## config.mk

```make
export PLATFORM = sky130hd
export DESIGN_NAME = button_edge_latch_debounce
export DESIGN_NICKNAME = d
export VERILOG_FILES = /design/src/sv/beld_pkg.sv /design/src/sv/beld_front.sv /design/src/sv/beld_fifo.sv /design/src/sv/beld_back.sv /design/src/sv/button_edge_latch_debounce.sv
export VERILOG_INCLUDE_DIRS = /design/src /design/src/sv
export SDC_FILE = /design/constraint.sdc
export NUM_CORES = 1
export LEC_CHECK = 0
export ABC_CLOCK_PERIOD_IN_PS = 4100
export BUFFER_PORTS_ARGS = -buffer_cell sky130_fd_sc_hd__buf_4
export CAP_MARGIN = 25
export CORE_ASPECT_RATIO = 0.8
export CORE_MARGIN = 5
export CORE_UTILIZATION = 55
export CTS_BUF_LIST = sky130_fd_sc_hd__clkbuf_2 sky130_fd_sc_hd__clkbuf_4 sky130_fd_sc_hd__clkbuf_8
export CTS_CLUSTER_SIZE = 40
export DETAILED_ROUTE_END_ITERATION = 16
export PLACE_DENSITY = 0.72
export REMOVE_ABC_BUFFERS = 1
export SLEW_MARGIN = 20
export SYNTH_ARGS = -nofsm -noshare
export SYNTH_HDL_FRONTEND = slang
export SYNTH_HIERARCHICAL = 1
export SYNTH_SLANG_ARGS = --single-unit
```

## constraint.sdc

```tcl
create_clock -name i_clk -period 4.1 [get_ports i_clk]
set_input_delay 0.615 -clock i_clk [delete_from_list [all_inputs] [get_ports i_clk]]
set_output_delay 0.615 -clock i_clk [all_outputs]
set_load 0.01 [all_outputs]
```

## src/sv/button_edge_latch_debounce_assert.svh

```systemverilog
// assertion macros shared by the debounce edge latch modules
// no dependencies; included inside module bodies after the package import
`ifndef BUTTON_EDGE_LATCH_DEBOUNCE_ASSERT_SVH
`define BUTTON_EDGE_LATCH_DEBOUNCE_ASSERT_SVH

// same-cycle implication, checked outside reset
`define BELD_ASSERT_IMPLY(lbl, clk, rst_n, ante, cons, msg) \
    lbl: assert property (@(posedge clk) disable iff (!(rst_n)) (ante) |-> (cons)) \
        else $error(msg);

// next-cycle implication, checked outside reset
`define BELD_ASSERT_NEXT(lbl, clk, rst_n, ante, cons, msg) \
    lbl: assert property (@(posedge clk) disable iff (!(rst_n)) (ante) |=> (cons)) \
        else $error(msg);

`endif

```

## src/sv/beld_pkg.sv

```systemverilog
// shared types, constants and helper functions for the debounce edge latch
// no dependencies
`default_nettype none

package beld_pkg;

    localparam int PIN_W           = 32;
    localparam int PIN_IDX_W       = 5;
    localparam int COUNT_W         = 8;
    localparam int LIVE_W          = 6;
    localparam int PIN_COUNT_DEF   = 32;
    localparam logic [31:0] HOLD_OFF_RESET = 32'd1000;
    localparam logic [31:0] TIMER_MAX      = 32'hFFFF_FFFF;

    localparam int S_TDATA_W = 48;
    localparam int S_TUSER_W = 3;
    localparam int M_TDATA_W = 40;

    localparam int QUEUE_DEPTH = 2;
    localparam int QPTR_W      = (QUEUE_DEPTH > 1) ? $clog2(QUEUE_DEPTH) : 1;
    localparam int QCNT_W      = $clog2(QUEUE_DEPTH + 1);

    localparam int APB_ADDR_W = 3;
    localparam logic REG_HOLD_OFF = 1'b0;

    typedef enum logic [2:0] {
        FN_TICK         = 3'd0,
        FN_SAMPLE       = 3'd1,
        FN_TAKE_PRESS   = 3'd2,
        FN_TAKE_RELEASE = 3'd3,
        FN_LEVEL        = 3'd4,
        FN_ADD_SKIPS    = 3'd5,
        FN_CLEAR_ALL    = 3'd6,
        FN_NOP          = 3'd7
    } t_func;

    typedef struct packed {
        t_func             func;
        logic [PIN_W-1:0]  now_bits;
        logic [PIN_W-1:0]  pin_mask;
        logic [COUNT_W-1:0] count;
    } t_item;

    function automatic logic [LIVE_W-1:0] live_count(input int pin_count);
        return (pin_count > PIN_W) ? LIVE_W'(PIN_W) : LIVE_W'(pin_count);
    endfunction

    function automatic logic [PIN_W-1:0] low_mask(input logic [LIVE_W-1:0] n);
        logic [PIN_W-1:0] m;
        for (int i = 0; i < PIN_W; i++) begin
            m[i] = (LIVE_W'(i) < n);
        end
        return m;
    endfunction

endpackage

`default_nettype wire

```

## src/sv/beld_front.sv

```systemverilog
// front end: unpacks an input item and classifies it for the back end
// depends on beld_pkg
`default_nettype none

module beld_front #(
    parameter int PIN_COUNT = beld_pkg::PIN_COUNT_DEF
) (
    input  wire logic [beld_pkg::S_TDATA_W-1:0] i_tdata,  // raw_pins, pin, count
    input  wire logic [beld_pkg::S_TUSER_W-1:0] i_tuser,  // func
    output beld_pkg::t_item                     o_item
);
    import beld_pkg::*;

    localparam logic [LIVE_W-1:0] LiveCount = live_count(PIN_COUNT);
    localparam logic [PIN_W-1:0]  LiveMask  = low_mask(LiveCount);

    logic [PIN_W-1:0]     raw_pins;
    logic [PIN_IDX_W-1:0] pin;
    logic [COUNT_W-1:0]   count;
    logic                 pin_ok;
    t_func                func;

    assign raw_pins = i_tdata[31:0];
    assign pin      = i_tdata[36:32];
    assign count    = i_tdata[44:37];
    assign pin_ok   = {1'b0, pin} < LiveCount;

    always_comb begin
        unique case (i_tuser)
            3'd0:    func = FN_TICK;
            3'd1:    func = FN_SAMPLE;
            3'd2:    func = FN_TAKE_PRESS;
            3'd3:    func = FN_TAKE_RELEASE;
            3'd4:    func = FN_LEVEL;
            3'd5:    func = FN_ADD_SKIPS;
            3'd6:    func = FN_CLEAR_ALL;
            default: func = FN_NOP;
        endcase
    end

    always_comb begin
        o_item.func     = func;
        o_item.now_bits = ~raw_pins & LiveMask;
        o_item.pin_mask = pin_ok ? (PIN_W'(1) << pin) : '0;
        o_item.count    = count;
    end

endmodule

`default_nettype wire

```

## src/sv/beld_fifo.sv

```systemverilog
// short item queue between the front and back ends
// depends on beld_pkg and the shared assertion header
`default_nettype none

module beld_fifo (
    input  wire logic           i_clk,
    input  wire logic           i_rst_n,
    input  wire logic           i_push_valid,
    output      logic           o_push_ready,
    input  wire beld_pkg::t_item i_push_item,
    output      logic           o_pop_valid,
    input  wire logic           i_pop_ready,
    output beld_pkg::t_item     o_pop_item
);
    import beld_pkg::*;

    t_item             r_mem [QUEUE_DEPTH];
    logic [QPTR_W-1:0] r_wr_ptr, n_wr_ptr;
    logic [QPTR_W-1:0] r_rd_ptr, n_rd_ptr;
    logic [QCNT_W-1:0] r_count, n_count;
    logic              push;
    logic              pop;

    assign o_push_ready = r_count != QCNT_W'(QUEUE_DEPTH);
    assign o_pop_valid  = r_count != '0;
    assign o_pop_item   = r_mem[r_rd_ptr];
    assign push         = i_push_valid && o_push_ready;
    assign pop          = i_pop_ready && o_pop_valid;

    always_comb begin
        n_wr_ptr = r_wr_ptr;
        n_rd_ptr = r_rd_ptr;
        n_count  = r_count;
        if (push) begin
            n_wr_ptr = (r_wr_ptr == QPTR_W'(QUEUE_DEPTH - 1)) ? '0 : r_wr_ptr + 1'b1;
        end
        if (pop) begin
            n_rd_ptr = (r_rd_ptr == QPTR_W'(QUEUE_DEPTH - 1)) ? '0 : r_rd_ptr + 1'b1;
        end
        if (push && !pop) begin
            n_count = r_count + 1'b1;
        end else if (pop && !push) begin
            n_count = r_count - 1'b1;
        end
    end

    always_ff @(posedge i_clk) begin
        if (!i_rst_n) begin
            r_wr_ptr <= '0;
            r_rd_ptr <= '0;
            r_count  <= '0;
        end else begin
            r_wr_ptr <= n_wr_ptr;
            r_rd_ptr <= n_rd_ptr;
            r_count  <= n_count;
        end
    end

    always_ff @(posedge i_clk) begin
        if (push) begin
            r_mem[r_wr_ptr] <= i_push_item;
        end
    end

`include "button_edge_latch_debounce_assert.svh"

    `BELD_ASSERT_IMPLY(a_count_bound, i_clk, i_rst_n, 1'b1,
        r_count <= QCNT_W'(QUEUE_DEPTH), "queue count past depth")
    `BELD_ASSERT_NEXT(a_push_grows, i_clk, i_rst_n, push && !pop,
        r_count == $past(r_count) + 1'b1, "queue count did not grow on push")

endmodule

`default_nettype wire

```

## src/sv/beld_back.sv

```systemverilog
// back end: applies classified items to the latch state, registers the result
// depends on beld_pkg and the shared assertion header
`default_nettype none

module beld_back #(
    parameter int PIN_COUNT = beld_pkg::PIN_COUNT_DEF
) (
    input  wire logic                             i_clk,
    input  wire logic                             i_rst_n,
    input  wire logic [31:0]                      i_hold_off,
    input  wire logic                             i_q_valid,
    output      logic                             o_q_ready,
    input  wire beld_pkg::t_item                  i_q_item,
    output      logic                             o_tvalid,
    input  wire logic                             i_tready,
    output      logic [beld_pkg::M_TDATA_W-1:0]   o_tdata  // answer, pressed_pins, sample_taken
);
    import beld_pkg::*;

    localparam logic [LIVE_W-1:0] LiveCount = live_count(PIN_COUNT);
    localparam logic [PIN_W-1:0]  LiveMask  = low_mask(LiveCount);

    logic [PIN_W-1:0]   r_level, n_level;
    logic [PIN_W-1:0]   r_press, n_press;
    logic [PIN_W-1:0]   r_release, n_release;
    logic [31:0]        r_timer, n_timer;
    logic [COUNT_W-1:0] r_skips, n_skips;

    logic               r_out_valid;
    logic               r_out_answer, n_answer;
    logic [PIN_W-1:0]   r_out_pressed;
    logic               r_out_taken, n_taken;

    logic               fire;
    logic [LIVE_W-1:0]  clear_k;

    assign fire      = i_q_valid && (!r_out_valid || i_tready);
    assign o_q_ready = !r_out_valid || i_tready;
    assign clear_k   = (r_skips > COUNT_W'(LiveCount)) ? LiveCount : r_skips[LIVE_W-1:0];

    always_comb begin
        n_level   = r_level;
        n_press   = r_press;
        n_release = r_release;
        n_timer   = r_timer;
        n_skips   = r_skips;
        n_answer  = 1'b0;
        n_taken   = 1'b0;
        unique case (i_q_item.func)
            FN_TICK: begin
                if (r_timer != TIMER_MAX) begin
                    n_timer = r_timer + 1'b1;
                end
            end
            FN_SAMPLE: begin
                if (r_timer > i_hold_off) begin
                    n_press   = r_press | (i_q_item.now_bits & ~r_level);
                    n_release = r_release | (~i_q_item.now_bits & r_level);
                    n_level   = i_q_item.now_bits;
                    n_taken   = 1'b1;
                    if (i_q_item.now_bits != r_level) begin
                        n_timer = '0;
                    end
                end
            end
            FN_TAKE_PRESS: begin
                if ((r_press & i_q_item.pin_mask) != '0) begin
                    n_press  = r_press & ~i_q_item.pin_mask;
                    n_answer = 1'b1;
                end
            end
            FN_TAKE_RELEASE: begin
                if (r_skips != '0) begin
                    n_skips  = r_skips - 1'b1;
                    n_answer = 1'b1;
                end else if ((r_release & i_q_item.pin_mask) != '0) begin
                    n_release = r_release & ~i_q_item.pin_mask;
                    n_answer  = 1'b1;
                end
            end
            FN_LEVEL: begin
                n_answer = (r_level & i_q_item.pin_mask) != '0;
            end
            FN_ADD_SKIPS: begin
                n_skips = r_skips + i_q_item.count;
            end
            FN_CLEAR_ALL: begin
                n_skips   = r_skips - COUNT_W'(clear_k);
                n_release = r_release & (low_mask(clear_k) | ~LiveMask);
                n_press   = r_press & ~LiveMask;
            end
            default: begin
            end
        endcase
    end

    always_ff @(posedge i_clk) begin
        if (!i_rst_n) begin
            r_level     <= '0;
            r_press     <= '0;
            r_release   <= '0;
            r_timer     <= '0;
            r_skips     <= '0;
            r_out_valid <= 1'b0;
        end else begin
            if (fire) begin
                r_level     <= n_level;
                r_press     <= n_press;
                r_release   <= n_release;
                r_timer     <= n_timer;
                r_skips     <= n_skips;
                r_out_valid <= 1'b1;
            end else if (i_tready) begin
                r_out_valid <= 1'b0;
            end
        end
    end

    always_ff @(posedge i_clk) begin
        if (fire) begin
            r_out_answer  <= n_answer;
            r_out_pressed <= n_level;
            r_out_taken   <= n_taken;
        end
    end

    assign o_tvalid = r_out_valid;
    assign o_tdata  = {6'b0, r_out_taken, r_out_pressed, r_out_answer};

`include "button_edge_latch_debounce_assert.svh"

    `BELD_ASSERT_NEXT(a_tick_keeps_pins, i_clk, i_rst_n,
        fire && i_q_item.func == FN_TICK,
        $stable(r_level) && $stable(r_skips) && $stable(r_press),
        "tick changed pin state")
    `BELD_ASSERT_NEXT(a_taken_only_sample, i_clk, i_rst_n,
        fire && i_q_item.func != FN_SAMPLE, !r_out_taken,
        "sample flag on a non-sample item")
    `BELD_ASSERT_IMPLY(a_live_only, i_clk, i_rst_n, 1'b1,
        ((r_level | r_press | r_release) & ~LiveMask) == '0,
        "state bit set on an absent pin")

endmodule

`default_nettype wire

```

## src/sv/button_edge_latch_debounce.sv

```systemverilog
// Debounced edge latch for up to 32 active-low button pins.
// Input channel (s_axis): one operation per item, func in tuser; raw_pins,
//   pin and count in tdata. Output channel (m_axis): exactly one result per
//   item, in order: answer, pressed_pins and sample_taken in tdata.
// Configuration: APB port, register 0 at address 0 is hold_off_ticks.
//   A sample is taken only when the tick timer exceeds it.
// Result path: an accepted item is written into the queue, then the back end
//   applies it and loads its result into the output register that drives m_axis.
// Throughput: one item per cycle while tready is high, set by the state update
//   of the back end; the two-entry queue decouples input acceptance from output.
// Reset: pin levels, sticky press/release bits, the timer and skip credits
//   clear to zero, hold_off_ticks returns to 1000, both channels empty.
// Stall: when the receiver holds tready low the result stays registered, the
//   back end stops, the queue fills, and s_axis_tready drops once it is full.
// depends on beld_pkg, beld_front, beld_fifo, beld_back
`default_nettype none

module button_edge_latch_debounce #(
    parameter int PIN_COUNT = beld_pkg::PIN_COUNT_DEF
) (
    input  wire logic                                 i_clk,
    input  wire logic                                 i_rst_n,
    input  wire logic                                 i_s_axis_tvalid,
    output      logic                                 o_s_axis_tready,
    // raw_pins[31:0], pin[36:32], count[44:37], zero fill
    input  wire logic [beld_pkg::S_TDATA_W-1:0]       i_s_axis_tdata,
    // func[2:0]
    input  wire logic [beld_pkg::S_TUSER_W-1:0]       i_s_axis_tuser,
    output      logic                                 o_m_axis_tvalid,
    input  wire logic                                 i_m_axis_tready,
    // answer[0], pressed_pins[32:1], sample_taken[33], zero fill
    output      logic [beld_pkg::M_TDATA_W-1:0]       o_m_axis_tdata,
    input  wire logic                                 psel,
    input  wire logic                                 penable,
    input  wire logic                                 pwrite,
    input  wire logic [beld_pkg::APB_ADDR_W-1:0]      paddr,
    input  wire logic [31:0]                          pwdata,
    output      logic [31:0]                          prdata,
    output      logic                                 pready
);
    import beld_pkg::*;

    logic [31:0] r_hold_off;
    logic        reg_sel;
    t_item       front_item;
    t_item       q_item;
    logic        q_valid;
    logic        q_ready;

    assign pready  = 1'b1;
    assign reg_sel = paddr[2] == REG_HOLD_OFF;
    assign prdata  = reg_sel ? r_hold_off : '0;

    always_ff @(posedge i_clk) begin
        if (!i_rst_n) begin
            r_hold_off <= HOLD_OFF_RESET;
        end else if (psel && penable && pwrite && reg_sel) begin
            r_hold_off <= pwdata;
        end
    end

    beld_front #(
        .PIN_COUNT (PIN_COUNT)
    ) u_front (
        .i_tdata (i_s_axis_tdata),
        .i_tuser (i_s_axis_tuser),
        .o_item  (front_item)
    );

    beld_fifo u_fifo (
        .i_clk        (i_clk),
        .i_rst_n      (i_rst_n),
        .i_push_valid (i_s_axis_tvalid),
        .o_push_ready (o_s_axis_tready),
        .i_push_item  (front_item),
        .o_pop_valid  (q_valid),
        .i_pop_ready  (q_ready),
        .o_pop_item   (q_item)
    );

    beld_back #(
        .PIN_COUNT (PIN_COUNT)
    ) u_back (
        .i_clk      (i_clk),
        .i_rst_n    (i_rst_n),
        .i_hold_off (r_hold_off),
        .i_q_valid  (q_valid),
        .o_q_ready  (q_ready),
        .i_q_item   (q_item),
        .o_tvalid   (o_m_axis_tvalid),
        .i_tready   (i_m_axis_tready),
        .o_tdata    (o_m_axis_tdata)
    );

endmodule

`default_nettype wire

```

# [After elaboration in Yosys (flattened, before gate mapping)]
# Memory sizes are Yosys's and may differ from the RTL's. A register that Yosys moved wholly into a read port is not among the register bits.
# Cells that the tools add are included.
# W data, S select, Z words.
[totals] latch_bits=0 out_inout_bits=75 romBits=0 in_bits=93 ram_bits=150 elab_cells=155 regBits=207 mem_count=1
[op_classes] div=0 n_addsub=8 n_mux=33 n_shift=1 order_cmp=34 bitwise=15 n_reduce_logical=28 n_eq_ne=22 multipliers=0
[mem_list] memory="u_fifo.r_mem" words=2 word_bits=75 rd=1 rd_ports_with_merged_regs=1 write_ports=1 line_no="beld_fifo.sv:17" text="t_item r_mem [QUEUE_DEPTH];"
[op_table] cell="$mux W32" n=11
[op_table] cell="$and A32 B32 Y32" n=8
[op_table] cell="$pmux W32 S3" n=2
[op_table] cell="$not A32 Y32" n=4
[op_table] cell="$lt A5 B6 Y1 const A" n=16
[op_table] cell="$reduce_bool A32 Y1" n=3
[op_table] cell="$or A32 B32 Y32" n=2
[op_table] cell="$pmux W32 S2" n=1
[op_table] cell="$lt A4 B6 Y1 const A" n=8
[op_table] cell="$add A32 B1 Y32 const B" n=1
[op_table] cell="$gt A32 B32 Y1" n=1
[op_table] cell="$ne A32 B32 Y1" n=1
[op_table] cell="$ne A32 B32 Y1 const B" n=1
[op_table] cell="$shl A1 B5 Y32 const A" n=1
[op_table] cell="$lt A3 B6 Y1 const A" n=4
[op_table] cell="$pmux W8 S3" n=1
[op_table] cell="$pmux W3 S7" n=1
[op_table] cell="$eq A3 B3 Y1 const B" n=6
[op_table] cell="$eq A3 B2 Y1 const B" n=4
[op_table] cell="$lt A1 B6 Y1 const A" n=2
[op_table] cell="$lt A2 B6 Y1 const A" n=2
[op_table] cell="$mux W1" n=12
[op_table] cell="$ne A2 B1 Y1 const B" n=6
[op_table] cell="$reduce_and A5 Y1" n=2
[op_table] cell="other kinds (23)" n=41

# [Logic depth before layout (Yosys ltp)]
[logic_depth] word_depth=6 mapped_depth=17 mapped_depth_nobuf=14

# [Cells and area by module]
# The synthesis kept the hierarchy.
[by_module_without_submodules] module="beld_back" area_each_um2=10695.3 n_inst=1 cells_each=1238
[by_module_without_submodules] module="beld_fifo" area_each_um2=5665.4 n_inst=1 cells_each=257
[by_module_without_submodules] module="button_edge_latch_debounce" area_each_um2=1567.8 n_inst=1 cells_each=177
[by_module_without_submodules] module="beld_front" area_each_um2=407.9 n_inst=1 cells_each=90

# [Worst setup path after synthesis]
# No wires, ideal clock.
[synth_timing] kind="flip-flop to flip-flop" startpoint="reg with a tool-made name" endpoint="reg u_back.r_skips[7]" path_buffers=3 slack_ns=0.333 arrival_time_ns=3.695 synth_period_minus_slack_ns=3.767 path_stages_with_launch=16 required_time_ns=4.028 path_cell_list="dfxtp_1 buf_2 mux2_2 clkbuf_1 nor2b_1 nand2_1 clkbuf_1 nor4b_1 a22oi_1 ha_1 o21ai_0 a21boi_0 o21a_1 o41ai_1 mux2i_1 mux2i_1"
[synth_rtl] element="end signal: assignment" line_no="beld_back.sv:111" text="r_skips <= n_skips;"
[synth_rtl] element="end: declaration" line_no="beld_back.sv:27" text="logic [COUNT_W-1:0] r_skips, n_skips;"

==> results.sh <==
export IMPL_run_status="complete, no violations"
export IMPL_synthArstFlopShare_pct=0
export IMPL_clk_path_buf_depth=3
export IMPL_first_global_vias=13600
export IMPL_slew_headroom_pct=32.15
export IMPL_hold_depth=1
export IMPL_grt_max_degree=58
export IMPL_seqCellArea_sq_um=9012
export IMPL_ys_ff_latch=358
export IMPL_floorplan_die_area_sq_um=37110
export IMPL_report_final_setup_viol=0
export IMPL_remaining_antenna_violation_count_after_routing=0
export IMPL_unrepaired_setup_endpoints_after_global_routing="false"
export IMPL_cp_data_arrival_time_ns=4.22
export IMPL_most_common_cell_in_the_netlist="edfxtp_1"
export IMPL_path_clk_slew_ns=0.06
export IMPL_vdd_drop_max_v=0.0003652
export IMPL_layout_filler_cells=2676
export IMPL_wl_per_cell_um=21.06
export IMPL_final_worst_path_cycle_share_pct=89.69
export IMPL_ctsRootBufferMaster="clkbuf_8"
export IMPL_finalClockSkew_ns=0.02419
export IMPL_end_kind="flop"
export IMPL_postCtsSetupBuffers=0
export IMPL_rr_endpoint="u_back/r_skips[7]"
export IMPL_setup_crit_path_kind="flop to flop"
export IMPL_hold_slack_ns=0.1771
export IMPL_setup_total_negative_slack_ns=0
export IMPL_cts_max_level=2
export IMPL_initial_core_util_pct=56.07
export IMPL_synth_top_cells_by_area="edfxtp_1 (30%), dfxtp_1 (19%), ha_1 (7.2%)"
export IMPL_synth_top_area_share_pct=30.13
export IMPL_post_cts_resized_instances=0
export IMPL_ys_seq_area_share_pct=49.13
export IMPL_hold_class="input pin to flop"
export IMPL_routabilityCongestion=1.006
export IMPL_power_leakage_nw=8.103
export IMPL_avgViaCountPerCell=6.019
export IMPL_synth_largest_area_cell="edfxtp_1"
export IMPL_io_pin_count=168
export IMPL_syn2layout_area_growth_pct=14.66
export IMPL_dp_hpwl_um=36390
export IMPL_synth_commonest_cells="edfxtp_1 (184), dfxtp_1 (174), inv_1 (149), nand2_1 (129), o21ai_0 (112)"
export IMPL_worst_setup_path_start_kind="flop"
export IMPL_numCtsBuffers=56
export IMPL_multi_input_comb_area_sq_um=8182
export IMPL_synth_distinct_cells=86
export IMPL_synth_area_sq_um=18340
export IMPL_global_route_wire_length_before_repair_um=77270
export IMPL_std_cell_rows=59
export IMPL_die_height_um=173.3
export IMPL_ys_flop_type="edfxtp_1"
export IMPL_fp_coreArea_sq_um=32700
export IMPL_via_count=14400
export IMPL_syn_instance_count=1762
export IMPL_hold_path_startpoint="i_s_axis_tdata[41]"
export IMPL_critPathRequiredTime_ns=4.65
export IMPL_timing_critical_path_fanout_max=10
export IMPL_hold_end="u_fifo/r_mem[0][4]"
export IMPL_clock_sink_count=358
export IMPL_average_cell_area_after_synthesis_sq_um=10.41
export IMPL_worst_r2r_cell_count=13
export IMPL_nNetsFinal=2117
export IMPL_cts_tree="done"
export IMPL_cts_hold_fix_buffers=0
export IMPL_fmax_mhz=271.9
export IMPL_io_port_bufs=155
export IMPL_die_width_um=214.1
export IMPL_globalRoute_totalOverflow=0
export IMPL_detailedRoute_firstPassIterationCount=6
export IMPL_gr_usage_all_layers_pct=25.70
export IMPL_timing_final_max_slew_violations=0
export IMPL_drive_gt1_share_pct=21.48
export IMPL_minimum_setup_slack_among_reg_to_reg_paths_ns=0.42
export IMPL_detail_route_wirelength_um=50370
export IMPL_detail_route_iter0_violations=1694
export IMPL_max_cap_viol_count=0
export IMPL_finalWorstPathRequiredPeriod_ns=3.677
export IMPL_drc=0
export IMPL_finish_utilization_pct=64.29
export IMPL_antennaDiodeCount=0
export IMPL_synth_edf_count=184
export IMPL_worst_slew_pin_transition_ns=1.018
export IMPL_pwr_density_cell_nw_per_um2=537.7
export IMPL_clock_insertion_delay_worst_skew_ns=0.62
export IMPL_grt_antenna_before_repair=1
export IMPL_yosys_warnings=6
export IMPL_final_hold_viol_count=0
[worst max-delay path, cell delays in order (launching register included)]
cell	delay (ns)
dfxtp_4	0.47
mux2_2	0.37
nor2b_1	0.31
nand2_1	0.13
nor4b_1	0.53
a21o_1	0.21
ha_1	0.18
nor2b_1	0.05
o21ai_0	0.20
a21boi_0	0.16
o21a_1	0.22
o41ai_1	0.31
mux2i_1	0.26
mux2i_1	0.20
[registers in the layout (all words and copies together) (netlist names), named ones only]
| name | cells |
|---|---|
| r_hold_off | 32 |
| u_back/r_timer | 32 |
| u_back/r_level | 32 |
| u_fifo/r_mem | 150 |
| u_back/r_out_pressed | 32 |
| u_back/r_out_answer | 1 |
| u_back/r_out_taken | 1 |
| u_back/r_press | 32 |
| u_fifo/r_wr_ptr | 1 |
| u_fifo/r_rd_ptr | 1 |
| u_fifo/r_count | 2 |
| u_back/r_release | 32 |
| u_back/o_tvalid | 1 |
| u_back/r_skips | 8 |
[worst max-delay path by stage]
stage	slack [ns]	endpoint	startpoint	cells after the start
3_5_place_dp	0.49	u_back/r_skips[7]	flop	12
6_report	0.42	u_back/r_skips[7]	flop	13
4_1_cts	0.47	u_back/r_skips[7]	flop	12
3_3_place_gp	0.51	u_back/r_skips[7]	flop	12
5_1_grt	0.15	u_back/r_skips[7]	flop	13
2_1_floorplan	-2.11	u_back/r_release[10]	flop	6
[cells by family after synthesis]
kind of cell    Yosys count  synth area share (%)
mux                     145                 8.427
simple gates            461                 12.79
flops                   358                 49.13
compound gates          414                 15.21
buf+inv                 264                 6.530
fa+ha+maj               107                 7.342
xor+xnor                 11                0.5254
other cells               2               0.04096
[through the flow]
| step | cells | instance area, sq um | total power [mW] | worst slack (ns) |
|---|---|---|---|---|
| global placement | 2284 | 19850 | 8.179 | 0.5145 |
| CTS | 2391 | 21020 | 11.31 | 0.4709 |
| floorplan | 1652 | 17720 | 6.704 | -2.105 |
| finish | 2392 | 21030 | 11.31 | 0.4226 |
| detailed placement | 2285 | 19880 | 8.261 | 0.4918 |
| global route | 2392 | 21030 | 11.84 | 0.1507 |
[metal layers]
layer | track usage [%] | share of wire (%)
met5 | 0 | 0.026
met4 | 5.822 | 1.7
met3 | 7.438 | 11
met2 | 36.97 | 42
met1 | 38.56 | 45
[report_power, final]
group / switching (mW) / internal, mW / total, mW / leakage (nW)
registers: 0.185 / 4.24 / 4.43 / 3.16
logic: 2.44 / 1.41 / 3.85 / 4.33
clock network: 1.43 / 1.60 / 3.03 / 0.610
[placed cells by master, fill, tap and decap left out, drive strengths merged, types with 10 or more instances in the layout]
master	count
a21oi	85
a22oi	47
a31oi	37
a32o	32
and2	12
buf	207
clkbuf	81
clkinv	24
dfxtp	174
edfxtp	184
ha	106
inv	148
mux2	75
mux2i	70
nand2	130
nand2b	10
nand3	70
nand4	30
nor2	87
nor2b	49
nor3	20
o21ai	114
o221a	12
or3	10
[area by class of cell]
class                   count  share of cell area (%)
flip-flops and latches    358                   42.86
multi-input cells        1145                   38.91
repair buffers            207                   7.605
clock buffers              81                   4.856
inverters                 149                   2.660
well taps                 427                   2.541
clock inverters            25                  0.5594
(Power assumes the default switching activity.)
